## src/rtl/core/fdc_pkg.sv

```systemverilog
`default_nettype none
// ----------------------------------------------------------------------------
// fdc_pkg
// Shared types, codes and the CRC32 byte update for the frame deframer.
// ----------------------------------------------------------------------------
package fdc_pkg;

	localparam int CFG_DATA_W = 32;
	localparam int CFG_IDX_W  = 3;

	localparam logic [CFG_IDX_W-1:0] REG_HEAD_FIRST  = 3'd0;
	localparam logic [CFG_IDX_W-1:0] REG_HEAD_SECOND = 3'd1;
	localparam logic [CFG_IDX_W-1:0] REG_FOOT_FIRST  = 3'd2;
	localparam logic [CFG_IDX_W-1:0] REG_FOOT_SECOND = 3'd3;
	localparam logic [CFG_IDX_W-1:0] REG_CRC_POLY    = 3'd4;

	localparam logic [7:0]  RST_HEAD_FIRST  = 8'hAA;
	localparam logic [7:0]  RST_HEAD_SECOND = 8'h55;
	localparam logic [7:0]  RST_FOOT_FIRST  = 8'h55;
	localparam logic [7:0]  RST_FOOT_SECOND = 8'hAA;
	localparam logic [31:0] RST_CRC_POLY    = 32'hEDB88320;

	localparam logic [2:0] KIND_PAYLOAD  = 3'd0;
	localparam logic [2:0] KIND_GOOD     = 3'd1;
	localparam logic [2:0] KIND_CRC_ERR  = 3'd2;
	localparam logic [2:0] KIND_TOO_LONG = 3'd3;
	localparam logic [2:0] KIND_BAD_FOOT = 3'd4;

	localparam logic [10:0] LEN_SAT = 11'h7FF;

	typedef struct packed {
		logic [7:0]  head_first;
		logic [7:0]  head_second;
		logic [7:0]  foot_first;
		logic [7:0]  foot_second;
		logic [31:0] crc_poly;
	} cfg_t;

	typedef struct packed {
		logic [2:0]  kind;
		logic [7:0]  payload_byte;
		logic [15:0] frame_seq;
		logic [15:0] frame_type;
		logic [10:0] frame_length;
	} rec_t;

	function automatic logic [31:0] crc32_byte(input logic [31:0] crc,
		input logic [7:0] data, input logic [31:0] poly);
		logic [31:0] t;
		t = {24'd0, crc[7:0] ^ data};
		for (int b = 0; b < 8; b++) begin
			t = t[0] ? ((t >> 1) ^ poly) : (t >> 1);
		end
		return {8'd0, crc[31:8]} ^ t;
	endfunction

	function automatic logic [10:0] sat_len(input logic [31:0] len);
		return (len > {21'd0, LEN_SAT}) ? LEN_SAT : len[10:0];
	endfunction

endpackage
`default_nettype wire

```

## src/rtl/core/fdc_parse.sv

```systemverilog
`default_nettype none
// ----------------------------------------------------------------------------
// fdc_parse
// Frame parser: hunts the head, collects header fields, passes the payload
// and checks CRC and foot. One byte per step, result produced combinationally.
// ----------------------------------------------------------------------------
module fdc_parse import fdc_pkg::*; #(
	parameter int MAX_PAYLOAD = 1024
) (
	input  wire logic       clk,
	input  wire logic       arst_n,
	input  wire cfg_t       cfg,
	input  wire logic       step,
	input  wire logic [7:0] in_byte,
	output logic            rec_valid,
	output rec_t            rec
);

	localparam int          CNT_W   = $clog2(MAX_PAYLOAD + 1);
	localparam logic [31:0] MAX_LEN = 32'(MAX_PAYLOAD);

	localparam logic [4:0] PH_HEAD0 = 5'd0;
	localparam logic [4:0] PH_HEAD1 = 5'd1;
	localparam logic [4:0] PH_SEQ0  = 5'd2;
	localparam logic [4:0] PH_SEQ1  = 5'd3;
	localparam logic [4:0] PH_TYPE0 = 5'd4;
	localparam logic [4:0] PH_TYPE1 = 5'd5;
	localparam logic [4:0] PH_LEN0  = 5'd6;
	localparam logic [4:0] PH_LEN1  = 5'd7;
	localparam logic [4:0] PH_LEN2  = 5'd8;
	localparam logic [4:0] PH_LEN3  = 5'd9;
	localparam logic [4:0] PH_DATA  = 5'd10;
	localparam logic [4:0] PH_CRC0  = 5'd11;
	localparam logic [4:0] PH_CRC1  = 5'd12;
	localparam logic [4:0] PH_CRC2  = 5'd13;
	localparam logic [4:0] PH_CRC3  = 5'd14;
	localparam logic [4:0] PH_FOOT0 = 5'd15;
	localparam logic [4:0] PH_FOOT1 = 5'd16;

	logic [4:0]       phase_q, phase_d;
	logic [15:0]      seq_q, seq_d;
	logic [15:0]      type_q, type_d;
	logic [31:0]      length_q, length_d;
	logic [CNT_W-1:0] cnt_q, cnt_d, cnt_inc;
	logic [31:0]      crc_q, crc_d, crc_base, crc_new;
	logic [31:0]      rcrc_q, rcrc_d;
	logic [31:0]      len_new;
	logic             in_crc_span;

	always_comb begin
		phase_d   = phase_q;
		seq_d     = seq_q;
		type_d    = type_q;
		length_d  = length_q;
		cnt_d     = cnt_q;
		crc_d     = crc_q;
		rcrc_d    = rcrc_q;
		rec_valid = 1'b0;
		rec       = '0;

		in_crc_span = (phase_q >= PH_HEAD1) && (phase_q <= PH_DATA);
		crc_base    = in_crc_span ? crc_q : 32'd0;
		crc_new     = crc32_byte(crc_base, in_byte, cfg.crc_poly);
		cnt_inc     = cnt_q + 1'b1;
		len_new     = {in_byte, length_q[23:0]};

		if (in_crc_span) begin
			crc_d = crc_new;
		end

		unique case (phase_q)
			PH_HEAD1: begin
				phase_d = (in_byte == cfg.head_second) ? PH_SEQ0 : PH_HEAD0;
			end
			PH_SEQ0: begin
				seq_d   = {8'd0, in_byte};
				phase_d = PH_SEQ1;
			end
			PH_SEQ1: begin
				seq_d   = {in_byte, seq_q[7:0]};
				phase_d = PH_TYPE0;
			end
			PH_TYPE0: begin
				type_d  = {8'd0, in_byte};
				phase_d = PH_TYPE1;
			end
			PH_TYPE1: begin
				type_d  = {in_byte, type_q[7:0]};
				phase_d = PH_LEN0;
			end
			PH_LEN0: begin
				length_d = {24'd0, in_byte};
				phase_d  = PH_LEN1;
			end
			PH_LEN1: begin
				length_d = {length_q[31:16], in_byte, length_q[7:0]};
				phase_d  = PH_LEN2;
			end
			PH_LEN2: begin
				length_d = {length_q[31:24], in_byte, length_q[15:0]};
				phase_d  = PH_LEN3;
			end
			PH_LEN3: begin
				length_d = len_new;
				cnt_d    = '0;
				if (len_new > MAX_LEN) begin
					phase_d   = PH_HEAD0;
					rec_valid = 1'b1;
					rec.kind         = KIND_TOO_LONG;
					rec.frame_seq    = seq_q;
					rec.frame_type   = type_q;
					rec.frame_length = sat_len(len_new);
				end else begin
					phase_d = (len_new == 32'd0) ? PH_CRC0 : PH_DATA;
				end
			end
			PH_DATA: begin
				cnt_d = cnt_inc;
				if (32'(cnt_inc) >= length_q) begin
					phase_d = PH_CRC0;
				end
				rec_valid        = 1'b1;
				rec.kind         = KIND_PAYLOAD;
				rec.payload_byte = in_byte;
			end
			PH_CRC0: begin
				rcrc_d  = {24'd0, in_byte};
				phase_d = PH_CRC1;
			end
			PH_CRC1: begin
				rcrc_d  = {rcrc_q[31:16], in_byte, rcrc_q[7:0]};
				phase_d = PH_CRC2;
			end
			PH_CRC2: begin
				rcrc_d  = {rcrc_q[31:24], in_byte, rcrc_q[15:0]};
				phase_d = PH_CRC3;
			end
			PH_CRC3: begin
				rcrc_d  = {in_byte, rcrc_q[23:0]};
				phase_d = PH_FOOT0;
			end
			PH_FOOT0: begin
				if (in_byte == cfg.foot_first) begin
					phase_d = PH_FOOT1;
				end else begin
					phase_d          = PH_HEAD0;
					rec_valid        = 1'b1;
					rec.kind         = KIND_BAD_FOOT;
					rec.frame_seq    = seq_q;
					rec.frame_type   = type_q;
					rec.frame_length = sat_len(length_q);
				end
			end
			PH_FOOT1: begin
				phase_d          = PH_HEAD0;
				rec_valid        = 1'b1;
				rec.frame_seq    = seq_q;
				rec.frame_type   = type_q;
				rec.frame_length = sat_len(length_q);
				if (in_byte != cfg.foot_second) begin
					rec.kind = KIND_BAD_FOOT;
				end else if (crc_q == rcrc_q) begin
					rec.kind = KIND_GOOD;
				end else begin
					rec.kind = KIND_CRC_ERR;
				end
			end
			default: begin
				if (in_byte == cfg.head_first) begin
					crc_d   = crc_new;
					phase_d = PH_HEAD1;
				end else begin
					phase_d = PH_HEAD0;
				end
			end
		endcase
	end

	always_ff @(posedge clk or negedge arst_n) begin
		if (!arst_n) begin
			phase_q  <= PH_HEAD0;
			seq_q    <= '0;
			type_q   <= '0;
			length_q <= '0;
			cnt_q    <= '0;
			crc_q    <= '0;
			rcrc_q   <= '0;
		end else if (step) begin
			phase_q  <= phase_d;
			seq_q    <= seq_d;
			type_q   <= type_d;
			length_q <= length_d;
			cnt_q    <= cnt_d;
			crc_q    <= crc_d;
			rcrc_q   <= rcrc_d;
		end
	end

endmodule
`default_nettype wire

```

## src/rtl/core/frame_deframer_crc32.sv

```systemverilog
`default_nettype none
// ----------------------------------------------------------------------------
// frame_deframer_crc32
// Byte-stream deframer with CRC32 check: configuration registers, frame
// parser and a registered result stage with a one-entry skid buffer.
// ----------------------------------------------------------------------------
// A result is registered in the output stage, or the skid entry on a stall.
// Throughput: one byte per cycle, set by the combinational CRC byte update
// and parser step. in_ready drops only while the skid entry is
// occupied. Asynchronous reset returns the parser to the head hunt, empties
// the result stage and loads the marker and polynomial registers defaults.
module frame_deframer_crc32 import fdc_pkg::*; #(
	parameter int MAX_PAYLOAD = 1024
) (
	input  wire logic                  clk,
	input  wire logic                  arst_n,
	input  wire logic                  cfg_wr_en,
	input  wire logic [CFG_IDX_W-1:0]  cfg_index,
	input  wire logic [CFG_DATA_W-1:0] cfg_data,
	input  wire logic                  in_valid,
	output logic                       in_ready,
	input  wire logic [7:0]            in_byte,
	output logic                       out_valid,
	input  wire logic                  out_ready,
	output logic [2:0]                 kind,
	output logic [7:0]                 payload_byte,
	output logic [15:0]                frame_seq,
	output logic [15:0]                frame_type,
	output logic [10:0]                frame_length
);

	cfg_t cfg_q;
	logic step;
	logic rec_valid;
	rec_t rec;
	logic out_valid_q, skid_valid_q, out_load;
	rec_t out_rec_q, skid_rec_q;

	always_ff @(posedge clk or negedge arst_n) begin
		if (!arst_n) begin
			cfg_q.head_first  <= RST_HEAD_FIRST;
			cfg_q.head_second <= RST_HEAD_SECOND;
			cfg_q.foot_first  <= RST_FOOT_FIRST;
			cfg_q.foot_second <= RST_FOOT_SECOND;
			cfg_q.crc_poly    <= RST_CRC_POLY;
		end else if (cfg_wr_en) begin
			unique case (cfg_index)
				REG_HEAD_FIRST:  cfg_q.head_first  <= cfg_data[7:0];
				REG_HEAD_SECOND: cfg_q.head_second <= cfg_data[7:0];
				REG_FOOT_FIRST:  cfg_q.foot_first  <= cfg_data[7:0];
				REG_FOOT_SECOND: cfg_q.foot_second <= cfg_data[7:0];
				REG_CRC_POLY:    cfg_q.crc_poly    <= cfg_data[31:0];
				default: ;
			endcase
		end
	end

	assign in_ready = !skid_valid_q;
	assign step     = in_valid && in_ready;

	fdc_parse #(
		.MAX_PAYLOAD(MAX_PAYLOAD)
	) u_parse (
		.clk       (clk),
		.arst_n    (arst_n),
		.cfg       (cfg_q),
		.step      (step),
		.in_byte   (in_byte),
		.rec_valid (rec_valid),
		.rec       (rec)
	);

	assign out_load = !out_valid_q || out_ready;

	always_ff @(posedge clk or negedge arst_n) begin
		if (!arst_n) begin
			out_valid_q  <= 1'b0;
			skid_valid_q <= 1'b0;
		end else if (out_load) begin
			out_valid_q  <= skid_valid_q || (step && rec_valid);
			skid_valid_q <= 1'b0;
		end else if (step && rec_valid) begin
			skid_valid_q <= 1'b1;
		end
	end

	always_ff @(posedge clk) begin
		if (out_load) begin
			out_rec_q <= skid_valid_q ? skid_rec_q : rec;
		end
		if (!out_load && step && rec_valid) begin
			skid_rec_q <= rec;
		end
	end

	assign out_valid    = out_valid_q;
	assign kind         = out_rec_q.kind;
	assign payload_byte = out_rec_q.payload_byte;
	assign frame_seq    = out_rec_q.frame_seq;
	assign frame_type   = out_rec_q.frame_type;
	assign frame_length = out_rec_q.frame_length;

endmodule
`default_nettype wire

```

## config.mk

```make
export PLATFORM = sky130hd
export DESIGN_NAME = frame_deframer_crc32
export DESIGN_NICKNAME = d
export VERILOG_FILES = /design/src/rtl/core/fdc_pkg.sv /design/src/rtl/core/fdc_parse.sv /design/src/rtl/core/frame_deframer_crc32.sv
export SDC_FILE = /design/constraint.sdc
export NUM_CORES = 1
export LEC_CHECK = 0
export ABC_AREA = 1
export BUFFER_PORTS_ARGS = -buffer_cell sky130_fd_sc_hd__buf_2
export CAP_MARGIN = 20
export CORE_MARGIN = 3
export CORE_UTILIZATION = 55
export CTS_CLUSTER_SIZE = 16
export DETAILED_ROUTE_END_ITERATION = 8
export GPL_TIMING_DRIVEN = 0
export HOLD_SLACK_MARGIN = 0.12
export PLACE_DENSITY = 0.85
export RECOVER_POWER = 25
export SYNTH_ARGS = -nofsm -noshare
export SYNTH_HDL_FRONTEND = slang
export SYNTH_SLANG_ARGS = --single-unit
```

## constraint.sdc

```tcl
create_clock -name clk -period 5.28 [get_ports clk]
set_clock_uncertainty 0.1 [all_clocks]
set_input_delay 0.264 -clock clk [delete_from_list [all_inputs] [get_ports clk]]
set_output_delay 0.264 -clock clk [all_outputs]
set_load 0.03 [all_outputs]
```

==> impl_metrics.toml, run 1 <==
[run_status]
status = "complete, but fails checks"
violations = "capacitance limit, slew limit"

[timing]
setup_viol = 0
finalMaxSlewViolations = 149
worst_pin_slew_ns = 2.80
finalCriticalPeriod_ns = 4.65
hold_violations = 0
fmax_mhz = 215
finalCritPeriodShare = 0.880
timing.slew.headroom = -0.865
whs_ns = 0.199
rsz0062_at_grt = "no"

[die]
die_x_microns = 195
core_area_sq_mm = 0.0349
start_util = 0.563
die-area_sq_mm = 0.0380
ioPinCount = 104
die_h_microns = 195
rows = 68

[finish]
final-seq-area_sq_mm = 0.00854
nNetsFinal = 2998
fill_cells = 2981
area_delta_synth_final_pct = 13.1
drive_gt1_frac = 0.0765
fin_util = 0.637
multi_input_area_sq_mm = 0.00925
antenna_cells = 0

[clocking]
clock_path_buffers = 3
htreeDepth = 2
clkSinkCount = 318
clkTransAtPathRegs_ns = 0.06
root_buffer = "clkbuf_16"
ctsResizeCount = 0
postCtsSetupBuffers = 0
cts_tree = "yes"
clock_latency_ns = 0.56
cts_buffers = 36

[detailed_routing]
ant_nets = 0
drcViolationCount = 0
viasPerCell = 5.66
vias = 19400
wire_per_inst_microns = 18.1
dr.pass1.iters = 6
wl_microns = 62000
drt_iter0_drc = 2316

[logic_synthesis]
synth_fp_nets = 2823
synth_edf_count = 108
yosysTopAreaCell = "dfrtp_1"
async_flop_share = 0.660
ys_top_cells_by_area = "dfrtp_1 23%, nand2_1 18%, edfxtp_1 17%"
syn_area_per_cell_sq_um = 7.11
yosysSeqAreaShare = 0.434
synth_cells = 2763
ys_ff_latch = 318
synth_area_sq_mm = 0.0196
synth_warnings = 0
synth_cell_types = 42
synth_top_area_frac = 0.229
synthFlopType = "dfrtp_1"

[global_routing]
grt_pass1_wl_microns = 96500
grt_max_degree = 108
grt_pass1_vias = 18200
antenna_found_initial = 1
grt-ovfl-total = 0
grtUsageTotal = 0.318

[run]
max_cap_violations = 2

[critical_path]
slowest_stage = "dfrtp_1"
crit_path_frequent_cell = "nand2_1"
arrival_ns = 4.98
critPathMaxFanout = 10
cp-start-kind = "register"
crit_family = "simple AND/OR/NAND/NOR gates"
path_class = "register to register"
critPathRequiredTime_ns = 5.61
crit_path_end_kind = "register"
critical-path-max-stage-delay_ns = 0.46
cp.buffers_inverters = 6

[place]
port_buffers = 96
dpl.hpwl_microns = 43700
place_congestion = 0.985

[hold_path]
hp-class = "primary input to register"
==> sequential cells by signal, summed over array words and instances, names as in the netlist <==
register	count
cfg_q	64
frame_length	11
frame_seq	16
frame_type	16
kind	3
out_valid	1
payload_byte	8
skid_rec_q	54
skid_valid_q	1
u_parse.cnt_q	11
u_parse.crc_q	32
u_parse.length_q	32
u_parse.phase_q	5
u_parse.rcrc_q	32
u_parse.seq_q	16
u_parse.type_q	16
==> routing by layer <==
layer / part of all wire / up-vias / global-route usage
li1: - / 9108 / -
met1: 0.37 / 8951 / 0.389
met2: 0.47 / 1055 / 0.533
met3: 0.092 / 259 / 0.0537
met4: 0.061 / 2 / 0.185
met5: 0.00031 / - / 0
==> placed cells by master (no fill, tap or decap), types with 4 or more instances in the layout <==
cell type,instances
nand2_1,946
nand3b_1,15
dfrtp_1,180
o21ai_1,5
o22ai_1,23
nand3_2,4
o2111ai_1,5
o21ai_0,163
nor2_1,243
nor3_1,7
ha_1,12
dlygate4sd3_1,37
buf_2,88
clkbuf_16,36
dfstp_2,30
o31ai_1,10
buf_4,11
nand3_1,283
inv_1,321
edfxtp_1,108
inv_2,6
xor2_1,59
nand2_2,12
clkinv_1,5
nand2_4,6
a21oi_1,57
nand4_1,15
clkbuf_1,135
clkbuf_8,4
clkinv_2,5
buf_1,10
nor4_1,16
xnor2_1,70
clkinvlp_4,4
==> final timing paths <==
path,slack (ns),to,cells after the start,startpoint
worst max register to register,0.63,u_parse.crc_q[25],28,u_parse.phase_q[1]
worst min register to register,0.39,u_parse.length_q[24],2,u_parse.length_q[24]
max in group asynchronous,2.38,cfg_q[6],2,arst_n
worst max-delay path,0.63,u_parse.crc_q[25],28,u_parse.phase_q[1]
min in group asynchronous,0.96,cfg_q[22],2,arst_n
worst min-delay path,0.20,cfg_q[32],6,cfg_wr_en
==> cell usage after synthesis, types with 15 or more instances <==
master / instances
edfxtp_1: 108
dfrtp_1: 180
xor2_1: 59
nand3b_1: 15
nor4_1: 16
a21oi_1: 57
nand2_1: 946
nand3_1: 283
clkbuf_1: 90
nor2_1: 244
o22ai_1: 23
nand4_1: 15
o21ai_0: 163
xnor2_1: 70
buf_2: 27
dfstp_2: 30
inv_1: 321
==> metrics by stage <==
stage,area (sq um),TNS [ns],setup WS (ns),instances
after floorplan,19600,0,0.475,2763
after global placement,20700,-33.11,-0.618,3314
after detailed placement,20800,0,0.744,3317
after CTS,22300,0,0.718,3420
after global routing,22200,0,0.255,3421
final,22200,0,0.633,3421
==> final cells by class <==
cell class,count,area share
flip-flops and latches,318,0.384
repair buffers,137,0.0389
clock buffers,50,0.0449
plain buffers,141,0.0282
multi-input cells,1973,0.416
inverters,331,0.0559
clock inverters,16,0.00586
well taps,455,0.0256
==> what timing repair did <==
item | 4_1_cts | 5_1_grt
endpoints found under the setup margin | 0 | 0
hold buffers | 37 | 0
endpoints found under the hold margin | 142 | 0
==> cells by family (layout without fill, tap and decap cells) <==
group                      after synthesis  after routing  share of synthesized area
buffers and inverters                  472            675                     0.0951
and+or+nand+nor                       1558           1558                      0.330
AOI/OAI and AO/OA                      274            274                     0.0750
adders and majority gates               12             12                    0.00764
xor gates and xnor gates               129            129                     0.0575
DFF                                    318            318                      0.434
==> tightest hold or removal path: stages <==
cell,delay (ns)
buf_2,0.12
inv_1,0.05
nor2_1,0.07
nand3_1,0.17
nand2_1,0.08
o21ai_0,0.06
Power of run 1 is left out: the tool's default activity adds up to more than one toggle a clock period on the data nets, which glitch-free logic cannot reach.
==> inputs of run 2 (changes only) <==
--- a/config.mk
+++ b/config.mk
@@ -16,6 +16,7 @@
 export HOLD_SLACK_MARGIN = 0.12
 export PLACE_DENSITY = 0.85
 export RECOVER_POWER = 25
+export REMOVE_ABC_BUFFERS = 1
 export SYNTH_ARGS = -nofsm -noshare
 export SYNTH_HDL_FRONTEND = slang
 export SYNTH_SLANG_ARGS = --single-unit
==> impl_metrics.toml, run 2 (same netlist as run 1, synthesis figures left out) <==
[global_routing]
antenna_found_initial = 0
grtUsageTotal = 0.298
grt_max_degree = 110
grt_pass1_vias = 18200
grt-ovfl-total = 0
grt_pass1_wl_microns = 92500

[run_status]
status = "complete, but fails checks"
violations = "capacitance limit, slew limit"

[finish]
mostFrequentLayoutCell = "nand2_1"
antenna_cells = 0
largest_reg_flops = 64
drive_gt1_frac = 0.100
top_regs = "cfg_q x64, skid_rec_q x54"
finalNonFillerCells = 3323
area_delta_synth_final_pct = 14.2
final_cell_mix = "941 x nand2_1, 319 x inv_1, 280 x nand3_1"
regMostFlops = "cfg_q"
nNetsFinal = 2902
fill_cells = 2792

[critical_path]
cp-start-kind = "register"
reg2reg_slack_ns = 0.15
worst-path-stages = 30
critPathRequiredTime_ns = 5.56
path_class = "register to register"
crit_family = "simple AND/OR/NAND/NOR gates"
critical-path-max-stage-delay_ns = 0.46
crit_path_end_kind = "register"
rr_worst_depth = 30
arrival_ns = 5.41
slowest_stage = "dfrtp_1"
critPathMaxFanout = 25
cp.buffers_inverters = 5

[detailed_routing]
viasPerCell = 5.78
ant_nets = 0
drcViolationCount = 0
vias = 19200
wire_per_inst_microns = 17.6
drt_iter0_drc = 2102
dr.pass1.iters = 6
wl_microns = 58600

[clocking]
htreeDepth = 2
clock_path_buffers = 3
clkTransAtPathRegs_ns = 0.06
clkSinkCount = 318
clock_latency_ns = 0.54
cts_tree = "yes"
cts_buffers = 35
root_buffer = "clkbuf_16"

[die]
ioPinCount = 104
start_util = 0.563
core_area_sq_mm = 0.0349
rows = 68
die_x_microns = 195
die_h_microns = 195
die-area_sq_mm = 0.0380

[timing]
finalCritPeriodShare = 0.971
setup_viol = 0
timing.slew.headroom = -0.855
fmax_mhz = 195
finalCriticalPeriod_ns = 5.13
finalMaxSlewViolations = 157
worst_pin_slew_ns = 2.78
hold_violations = 0

[hold_path]
worstHoldPathCells = 3
hp-class = "primary input to register"

[run]
max_cap_violations = 2

[place]
dp.cells = 3188
dpl.hpwl_microns = 34600
port_buffers = 103
place_congestion = 0.899
==> run 2: repair_timing <==
action,CTS,global route
cloned,12,1
buffers inserted,14,11
setup endpoints to repair,32,32
gates resized for setup,38,14
hold buffers,33,0
pin swaps,11,7
hold endpoints to repair,155,0
==> run 2: routing by layer <==
metal	share of wire	routed length [microns]	vias up	global-route usage
li1	-	-	8923	-
met4	0.064	3740	0	0.176
met1	0.37	21400	8842	0.377
met2	0.45	26600	1153	0.477
met5	0	0	-	0
met3	0.12	6860	292	0.0602
==> run 2: through the flow <==
step | worst slack [ns] | setup TNS [ns] | utilization | hold WS [ns] | instance area, sq um
2_1_floorplan | -1.24 | -52.18 | - | -0.132 | 19000
3_3_place_gp | -4.34 | -252.85 | 0.576 | 0.365 | 20100
3_5_place_dp | -4.03 | -123.38 | 0.582 | 0.279 | 20300
4_1_cts | 0.0112 | 0 | 0.639 | 0.127 | 22300
5_1_grt | -0.0414 | -0.132 | 0.643 | 0.154 | 22400
6_report | 0.153 | 0 | 0.643 | 0.150 | 22400
==> run 2: layout make-up <==
class,count,area (sq um),share of cell area
clock buffer,44,970,0.0432
inverter,331,1250,0.0557
multi-input combinational,1986,9670,0.431
tap,455,569,0.0254
sequential,318,8540,0.381
clock inverter,19,211,0.00943
timing repair buffer,170,1220,0.0544
==> run 2: path summary, 6_finish.rpt <==
check | endpoint | startpoint
max in group asynchronous | skid_valid_q | arst_n
min | u_parse.length_q[1] | in_byte[1]
max | u_parse.crc_q[2] | u_parse.phase_q[3]
max reg2reg | u_parse.crc_q[2] | u_parse.phase_q[3]
min reg2reg | u_parse.length_q[28] | u_parse.length_q[28]
min in group asynchronous | cfg_q[38] | arst_n
==> run 2: worst reg2reg max path, delay by kind of cell (launching register included) <==
family          cells  cell delay (ns)
compound gates      1             0.08
buf+inv             5             0.79
flops               1             0.46
simple gates       24             3.53
Power of run 2 is left out for the same reason.
